<file path="config.mk">
export PLATFORM = sky130hd
export DESIGN_NAME = afg_ctrl_flat
export DESIGN_NICKNAME = d
export VERILOG_FILES = /design/src/hw/rtl/afg_pkg.sv /design/src/hw/rtl/afg_if.sv /design/src/hw/rtl/afg_ctrl.sv /design/src/flat_wrapper.sv
export VERILOG_INCLUDE_DIRS = /design/src /design/src/hw/rtl
export SDC_FILE = /design/constraint.sdc
export NUM_CORES = 1
export LEC_CHECK = 0
export BUFFER_PORTS_ARGS = -buffer_cell sky130_fd_sc_hd__clkbuf_2
export CELL_PAD_IN_SITES_DETAIL_PLACEMENT = 1
export CELL_PAD_IN_SITES_GLOBAL_PLACEMENT = 1
export CORE_ASPECT_RATIO = 0.9
export CORE_MARGIN = 5
export CORE_UTILIZATION = 38
export DETAILED_ROUTE_END_ITERATION = 8
export PLACE_DENSITY = 0.91
export SYNTH_ARGS = -nofsm -noshare
export SYNTH_HDL_FRONTEND = slang
export SYNTH_SLANG_ARGS = --single-unit
</file>
<file path="constraint.sdc">
create_clock -name clk -period 3.29 [get_ports clk]
set_input_delay 0.1645 -clock clk [delete_from_list [all_inputs] [get_ports clk]]
set_output_delay 0.1645 -clock clk [all_outputs]
set_load 0.03 [all_outputs]
</file>
<file path="src/hw/rtl/acoustic_fdtd_grid_step_macros.svh">
// assertion macros shared by the grid step rtl
// no dependencies; assertions drop out when SYNTHESIS is defined
`ifndef ACOUSTIC_FDTD_GRID_STEP_MACROS_SVH
`define ACOUSTIC_FDTD_GRID_STEP_MACROS_SVH
`ifndef SYNTHESIS
`define AFG_ASSERT(lbl, clk, rst, prop) \
  lbl: assert property (@(posedge clk) disable iff (rst) prop) else $error("afg check failed");
`define AFG_ASSERT_NEXT(lbl, clk, rst, a, b) \
  lbl: assert property (@(posedge clk) disable iff (rst) (a) |=> (b)) else $error("afg check failed");
`else
`define AFG_ASSERT(lbl, clk, rst, prop)
`define AFG_ASSERT_NEXT(lbl, clk, rst, a, b)
`endif
`endif

</file>
<file path="src/hw/rtl/afg_pkg.sv">
// shared constants, codes, command types and helpers for the grid step block
// no dependencies
package afg_pkg;

  localparam int GRID_X_DEF = 16;
  localparam int GRID_Y_DEF = 16;
  localparam int GRID_Z_DEF = 16;

  // widths sized for the largest allowed grid (64 per side)
  localparam int COORD_W = 7;
  localparam int CLR_W   = 19;
  localparam int MAG_W   = 34;
  localparam int R_W     = 52;
  localparam int WIDE_W  = 56;

  localparam logic [31:0] VEL_RST  = 32'd79;
  localparam logic [31:0] PRES_RST = 32'd13500416;
  localparam logic [15:0] DAMP_RST = 16'd66;

  localparam logic [1:0] REG_VEL  = 2'd0;
  localparam logic [1:0] REG_PRES = 2'd1;
  localparam logic [1:0] REG_DAMP = 2'd2;

  localparam logic [1:0] MODE_ADD  = 2'd0;
  localparam logic [1:0] MODE_STEP = 2'd1;
  localparam logic [1:0] MODE_READ = 2'd2;

  localparam logic [3:0] DP_IDLE  = 4'd0;
  localparam logic [3:0] DP_CLEAR = 4'd1;
  localparam logic [3:0] DP_RD    = 4'd2;
  localparam logic [3:0] DP_LOAD  = 4'd3;
  localparam logic [3:0] DP_MHI   = 4'd4;
  localparam logic [3:0] DP_MLO   = 4'd5;
  localparam logic [3:0] DP_DAMP  = 4'd6;
  localparam logic [3:0] DP_WB    = 4'd7;
  localparam logic [3:0] DP_RES   = 4'd8;

  localparam logic [2:0] PASS_X    = 3'd0;
  localparam logic [2:0] PASS_Y    = 3'd1;
  localparam logic [2:0] PASS_Z    = 3'd2;
  localparam logic [2:0] PASS_P    = 3'd3;
  localparam logic [2:0] PASS_ADD  = 3'd4;
  localparam logic [2:0] PASS_READ = 3'd5;

  localparam logic [1:0] COEF_VEL  = 2'd0;
  localparam logic [1:0] COEF_PRES = 2'd1;
  localparam logic [1:0] COEF_DAMP = 2'd2;

  typedef struct packed {
    logic [3:0]         op;
    logic [2:0]         pass;
    logic [1:0]         coef;
    logic [COORD_W-1:0] x;
    logic [COORD_W-1:0] y;
    logic [COORD_W-1:0] z;
    logic [CLR_W-1:0]   clr_addr;
    logic signed [31:0] amount;
    logic               res_oor;
    logic               res_mem;
  } afg_cmd_t;

  typedef struct packed {
    logic out_free;
  } afg_stat_t;

  localparam logic signed [WIDE_W-1:0] SAT_MAX = WIDE_W'(32'sh7fffffff);
  localparam logic signed [WIDE_W-1:0] SAT_MIN = WIDE_W'(32'sh80000000);

  function automatic logic signed [31:0] sat32(input logic signed [WIDE_W-1:0] v);
    if (v > SAT_MAX) return 32'sh7fffffff;
    if (v < SAT_MIN) return 32'sh80000000;
    return v[31:0];
  endfunction

endpackage

</file>
<file path="src/hw/rtl/afg_if.sv">
// valid/ready channels for input items and result words
// depends on nothing
interface afg_item_if;
  logic               valid;
  logic               ready;
  logic [1:0]         mode;
  logic [3:0]         cell_x;
  logic [3:0]         cell_y;
  logic [3:0]         cell_z;
  logic signed [31:0] amount;
  modport source(output valid, mode, cell_x, cell_y, cell_z, amount, input ready);
  modport sink(input valid, mode, cell_x, cell_y, cell_z, amount, output ready);
endinterface


</file>
<file path="src/hw/rtl/afg_ctrl.sv">
// controller: clear sweep, item decode, per-element sequencing of the step passes
// depends on afg_pkg, afg_if and the macro header
`include "acoustic_fdtd_grid_step_macros.svh"
module afg_ctrl
  import afg_pkg::*;
#(
  parameter int GRID_X = GRID_X_DEF,
  parameter int GRID_Y = GRID_Y_DEF,
  parameter int GRID_Z = GRID_Z_DEF
) (
  input  logic      clk,
  input  logic      rst,
  afg_item_if.sink  item,
  input  afg_stat_t stat,
  output afg_cmd_t  cmd
);

  localparam int NFX   = (GRID_X + 1) * GRID_Y * GRID_Z;
  localparam int NFY   = GRID_X * (GRID_Y + 1) * GRID_Z;
  localparam int NFZ   = GRID_X * GRID_Y * (GRID_Z + 1);
  localparam int CLR_N = (NFX > NFY) ? ((NFX > NFZ) ? NFX : NFZ) : ((NFY > NFZ) ? NFY : NFZ);

  localparam logic [COORD_W-1:0] XMAX  = COORD_W'(GRID_X - 1);
  localparam logic [COORD_W-1:0] YMAX  = COORD_W'(GRID_Y - 1);
  localparam logic [COORD_W-1:0] ZMAX  = COORD_W'(GRID_Z - 1);
  localparam logic [COORD_W-1:0] C_ONE = COORD_W'(1);

  localparam logic [3:0] S_CLEAR = 4'd0;
  localparam logic [3:0] S_IDLE  = 4'd1;
  localparam logic [3:0] S_RD    = 4'd2;
  localparam logic [3:0] S_LOAD  = 4'd3;
  localparam logic [3:0] S_MHI   = 4'd4;
  localparam logic [3:0] S_MLO   = 4'd5;
  localparam logic [3:0] S_DAMP  = 4'd6;
  localparam logic [3:0] S_WB    = 4'd7;
  localparam logic [3:0] S_FIN   = 4'd8;

  logic [3:0]         state;
  logic [2:0]         pass;
  logic               damp_ph;
  logic [COORD_W-1:0] x, y, z;
  logic [CLR_W-1:0]   clr;
  logic               res_oor, res_mem;
  logic signed [31:0] amount;

  logic in_grid;
  logic x_last, y_last, z_last;

  assign item.ready = (state == S_IDLE);
  assign in_grid = (int'(item.cell_x) < GRID_X) && (int'(item.cell_y) < GRID_Y) &&
                   (int'(item.cell_z) < GRID_Z);
  assign x_last = (x == XMAX);
  assign y_last = (y == YMAX);
  assign z_last = (z == ZMAX);

  always_ff @(posedge clk) begin
    if (rst) begin
      state   <= S_CLEAR;
      clr     <= '0;
      damp_ph <= 1'b0;
      pass    <= PASS_X;
    end else begin
      case (state)
        S_CLEAR: begin
          clr <= clr + 1'b1;
          if (int'(clr) == CLR_N - 1) state <= S_IDLE;
        end
        S_IDLE: begin
          if (item.valid) begin
            x       <= COORD_W'(item.cell_x);
            y       <= COORD_W'(item.cell_y);
            z       <= COORD_W'(item.cell_z);
            amount  <= item.amount;
            res_oor <= 1'b0;
            res_mem <= 1'b0;
            damp_ph <= 1'b0;
            case (item.mode)
              MODE_ADD: begin
                pass    <= PASS_ADD;
                res_oor <= !in_grid;
                state   <= in_grid ? S_RD : S_FIN;
              end
              MODE_STEP: begin
                pass  <= PASS_X;
                x     <= C_ONE;
                y     <= '0;
                z     <= '0;
                state <= S_RD;
              end
              MODE_READ: begin
                pass    <= PASS_READ;
                res_oor <= !in_grid;
                res_mem <= in_grid;
                state   <= in_grid ? S_RD : S_FIN;
              end
              default: state <= S_FIN;
            endcase
          end
        end
        S_RD: begin
          case (pass)
            PASS_ADD:  state <= S_WB;
            PASS_READ: state <= S_FIN;
            default:   state <= S_LOAD;
          endcase
        end
        S_LOAD: state <= S_MHI;
        S_MHI:  state <= S_MLO;
        S_MLO:  state <= (pass == PASS_P && !damp_ph) ? S_DAMP : S_WB;
        S_DAMP: begin
          damp_ph <= 1'b1;
          state   <= S_MHI;
        end
        S_WB: begin
          damp_ph <= 1'b0;
          state   <= S_RD;
          if (pass == PASS_ADD) begin
            state <= S_FIN;
          end else if (!x_last) begin
            x <= x + 1'b1;
          end else begin
            x <= (pass == PASS_X) ? C_ONE : '0;
            if (!y_last) begin
              y <= y + 1'b1;
            end else begin
              y <= (pass == PASS_Y) ? C_ONE : '0;
              if (!z_last) begin
                z <= z + 1'b1;
              end else begin
                case (pass)
                  PASS_X: begin
                    pass <= PASS_Y;
                    x    <= '0;
                    y    <= C_ONE;
                    z    <= '0;
                  end
                  PASS_Y: begin
                    pass <= PASS_Z;
                    x    <= '0;
                    y    <= '0;
                    z    <= C_ONE;
                  end
                  PASS_Z: begin
                    pass <= PASS_P;
                    x    <= '0;
                    y    <= '0;
                    z    <= '0;
                  end
                  default: state <= S_FIN;
                endcase
              end
            end
          end
        end
        S_FIN: if (stat.out_free) state <= S_IDLE;
        default: state <= S_IDLE;
      endcase
    end
  end

  always_comb begin
    cmd.pass     = pass;
    cmd.x        = x;
    cmd.y        = y;
    cmd.z        = z;
    cmd.clr_addr = clr;
    cmd.amount   = amount;
    cmd.res_oor  = res_oor;
    cmd.res_mem  = res_mem;
    if (pass == PASS_P) cmd.coef = damp_ph ? COEF_DAMP : COEF_PRES;
    else cmd.coef = COEF_VEL;
    case (state)
      S_CLEAR: cmd.op = DP_CLEAR;
      S_RD:    cmd.op = DP_RD;
      S_LOAD:  cmd.op = DP_LOAD;
      S_MHI:   cmd.op = DP_MHI;
      S_MLO:   cmd.op = DP_MLO;
      S_DAMP:  cmd.op = DP_DAMP;
      S_WB:    cmd.op = DP_WB;
      S_FIN:   cmd.op = stat.out_free ? DP_RES : DP_IDLE;
      default: cmd.op = DP_IDLE;
    endcase
  end

  `AFG_ASSERT(a_res_free, clk, rst, (cmd.op == DP_RES) |-> stat.out_free)
  `AFG_ASSERT_NEXT(a_step_start, clk, rst, item.valid && item.ready && item.mode == MODE_STEP, state == S_RD && pass == PASS_X)
  `AFG_ASSERT(a_cell_damped, clk, rst, (state == S_WB && pass == PASS_P) |-> damp_ph)

endmodule

</file>
<file path="src/flat_wrapper.sv">
// flat-port wrapper written by rule: the top's interface ports become plain ports
module afg_ctrl_flat import afg_pkg::*;
#(
  parameter int GRID_X = GRID_X_DEF,
  parameter int GRID_Y = GRID_Y_DEF,
  parameter int GRID_Z = GRID_Z_DEF
)
  (clk, rst, stat, cmd, item_valid, item_mode, item_cell_x, item_cell_y, item_cell_z, item_amount, item_ready);
  afg_item_if item_i ();
  input  logic clk;
  input  logic rst;
  input  afg_stat_t stat;
  output afg_cmd_t cmd;
  input wire logic [$bits(item_i.valid)-1:0] item_valid;
  input wire logic [$bits(item_i.mode)-1:0] item_mode;
  input wire logic [$bits(item_i.cell_x)-1:0] item_cell_x;
  input wire logic [$bits(item_i.cell_y)-1:0] item_cell_y;
  input wire logic [$bits(item_i.cell_z)-1:0] item_cell_z;
  input wire logic [$bits(item_i.amount)-1:0] item_amount;
  output wire logic [$bits(item_i.ready)-1:0] item_ready;
  assign item_i.valid = item_valid;
  assign item_i.mode = item_mode;
  assign item_i.cell_x = item_cell_x;
  assign item_i.cell_y = item_cell_y;
  assign item_i.cell_z = item_cell_z;
  assign item_i.amount = item_amount;
  assign item_ready = item_i.ready;
  afg_ctrl #(.GRID_X(GRID_X), .GRID_Y(GRID_Y), .GRID_Z(GRID_Z)) u_core (.clk(clk), .rst(rst), .item(item_i), .stat(stat), .cmd(cmd));
endmodule
</file>
==> results by group <==
Outcome
  • Status: finished, final reports clean

Synthesis
  • Synthesized instance count: 344
  • Commonest cells post-synth: edfxtp_1, nor2_1, dfxtp_1
  • Ranking of synthesized cells by area: edfxtp_1, dfxtp_1, xnor2_1
  • Syn_nets: 403
  • Netlist cell types: 56
  • Synth top area share: 42.0%
  • Asr flop ratio synth: 0%
  • Seq/Total Area, Yosys: 56.0%
  • Syn Std Cell Area: 3860 sq um
  • Number of synthesized flops with an enable pin: 54
  • Dominant cell type by area after synthesis: edfxtp_1
  • Post-synth top flop: edfxtp_1
  • Mapped Avg Cell Area: 11.2 sq um
  • Most frequent cell after synthesis: edfxtp_1
  • Register bit total from synthesis: 81
  • Synth warn: 0

Detailed routing
  • ANT nets after route: 0
  • Initial drt markers: 168
  • Via Count: 3296
  • DR WL/cell: 18.2 um
  • Vias per cell: 5.25
  • DRT Wirelength: 11500 um
  • Drt first pass iters: 4
  • Residual DRC: 0

Timing
  • Clk_skew: 0.00708 ns
  • Final slew viol count: 0
  • Worst slew margin: 54.4%
  • Final Hold Viols: 0
  • RSZ-0062 raised after global routing: false
  • Period utilization: 69.6%
  • # setup viols final: 0
  • Final Critical Period: 2.29 ns
  • Setup TNS: 0 ns
  • Fmax: 437 MHz
  • Actual slew at the worst max-slew pin: 0.684 ns

Clock tree
  • Clk sink count: 81
  • Hold buffer count at CTS: 16
  • # H-tree levels: 3
  • Cts repair resizes: 0
  • Max Root-Sink Buffers: 2
  • TritonCTS clock tree: yes
  • Setup Buffers After CTS: 0
  • CTS clk-pin slew, worst paths: 0.07 ns
  • Root Buffer: clkbuf_16
  • CTS Buf Count: 9
  • Clk_lat worst skew: 0.34 ns

Worst setup path
  • CP Class: reg2reg
  • Cell breakdown of the critical path: or3b_2 -> a21o_1 -> nor3_1 -> buf_4 -> o311a_2
  • Cell count along the critical path: 5
  • CP top delay family: simple AND/OR/NAND/NOR gates
  • Worst r2r dst: u_core.z[1]$_DFFE_PP_
  • Worst setup path endpoint: u_core.z[1]$_DFFE_PP_
  • R2R setup slack: 1.0 ns
  • Max incr delay on CP: 0.53 ns
  • Worst Setup Start Kind: flop
  • CP Launch Point: u_core.state[1]$_SDFFE_PP0P_
  • Crit. End Element: flop
  • WP buf/inv: 1
  • R2r startpoint: u_core.state[1]$_SDFFE_PP0P_
  • CP max FO: 14
  • R2r worst-path depth: 5
  • Worst path required time: 3.32 ns
  • Worst EP arrival: 2.32 ns
  • Critical Path Slowest Stage Cell: or3b_2

Placement
  • Final GP Congestion: 0.895
  • Buffers on Ports: 132
  • Dpl hpwl: 8730 um

Die
  • Chip width: 116 um
  • Row count: 35
  • Die area: 12300 sq um
  • Initial Utilization: 38.4%
  • Ports: 134
  • Floorplan core area: 10100 sq um
  • Die Ht: 106 um

Power and ir drop
  • Power density over cell area: 446 nW/um^2
  • Design Power: 2.28 mW
  • Max VDD drop: 0.260 mV
  • Leak pwr: 2.07 nW

Min path
  • Hold Path Class: in2reg

Finish
  • Area of the multi-input gates: 1560 sq um
  • P&R area growth vs syn: 32.4%
  • Layout cells sized above 1: 33.7%
  • Layout fillers: 1145
  • Register area: 2160 sq um
  • Final net count: 553
  • Diode count: 0

Global route
  • Gr ovfl total: 0
  • Initial antenna violation count: 0
  • First-pass GRT wire length: 17800 um
  • Largest net degree at the start of global routing: 34
  • Vias in the first global route: 3373
  • All-Layer GR Usage: 18.6%

Job
  • Max Cap Viol: 0
## cell type report
cell class | instances | share of cell area (%)
clock buffers | 9 | 4.40
multi-input cells | 238 | 30.5
inverters | 10 | 0.734
repair buffers | 154 | 17.0
flip-flops and latches | 81 | 42.3
well taps | 129 | 3.16
clock inverters | 7 | 1.96
## layer usage
layer  routed length, um  track usage, %
met5                   0               0
met4                 175            6.46
met3                 856            3.39
met2                5790            32.6
met1                4640            22.7
## cells in the final DEF, fill, tap and decap left out, types with 3 or more instances in the layout
master and n:
and3_1 3, nor4b_1 3, nand3b_1 12, xnor2_1 15
nand2_1 25, edfxtp_1 54, nor2_1 33, inv_6 3
and4_1 3, dfxtp_1 27, o21ai_0 21, dlygate4sd3_1 18
buf_4 4, ha_1 9, nor4_1 5, clkbuf_2 132
xor2_1 10, or3_1 8, a211oi_1 4, clkbuf_16 9
nand4_1 3, inv_1 10, nor2b_1 5, a21oi_1 17
nor3_1 7, nand3_1 14
## flip-flops by register name, summed over array words and instances (netlist names)
signal          count
u_core.x            7
u_core.state        4
u_core.amount      32
u_core.z            7
u_core.clr         19
u_core.res_mem      1
u_core.y            7
u_core.pass         3
u_core.damp_ph      1
## cells by family after synthesis
kind of cell / Yosys count / share of synthesized area, %
other: 1 / 0.0971
adder cells (fa/ha/maj): 9 / 2.91
multiplexers: 2 / 0.518
flip-flops: 81 / 56.0
AO/OA/AOI/OAI: 59 / 9.39
AND/OR/NAND/NOR: 142 / 21.7
buffers and inverters: 25 / 3.72
XOR/XNOR: 25 / 5.67
## metrics by stage
stage                     worst slack, ns  hold WS, ns  std cells  cell area [sq um]  util, %
final                               0.999      0.00668        628               5110     50.8
after global routing                0.905     0.000406        628               5110     50.8
after CTS                            1.03     0.000560        626               5090     50.6
after detailed placement             1.05        0.344        594               4610     45.8
after global placement               1.10        0.342        594               4610     45.8
after floorplan                     0.595        0.263        344               3860        -
## worst register-to-register path, cell delays in order, from the launching register on
cell     delay, ns
dfxtp_1       0.48
or3b_2        0.53
a21o_1        0.26
nor3_1        0.19
buf_4         0.21
o311a_2       0.32
## where the power goes
group          switching [mW]  internal, mW
registers             0.00369          1.08
clock network           0.420         0.673
logic                  0.0504        0.0522
## worst min-delay path by stage
stage,end,from,cells after the start
final,u_core.amount[4]$_DFFE_PP_,item_amount[4],1
after global routing,u_core.amount[27]$_DFFE_PP_,item_amount[27],1
after CTS,u_core.amount[9]$_DFFE_PP_,item_amount[9],1
after detailed placement,u_core.amount[28]$_DFFE_PP_,item_amount[28],1
after global placement,u_core.amount[8]$_DFFE_PP_,item_amount[8],1
after floorplan,u_core.amount[0]$_DFFE_PP_,item_amount[0],0
(Power assumes the default switching activity.)
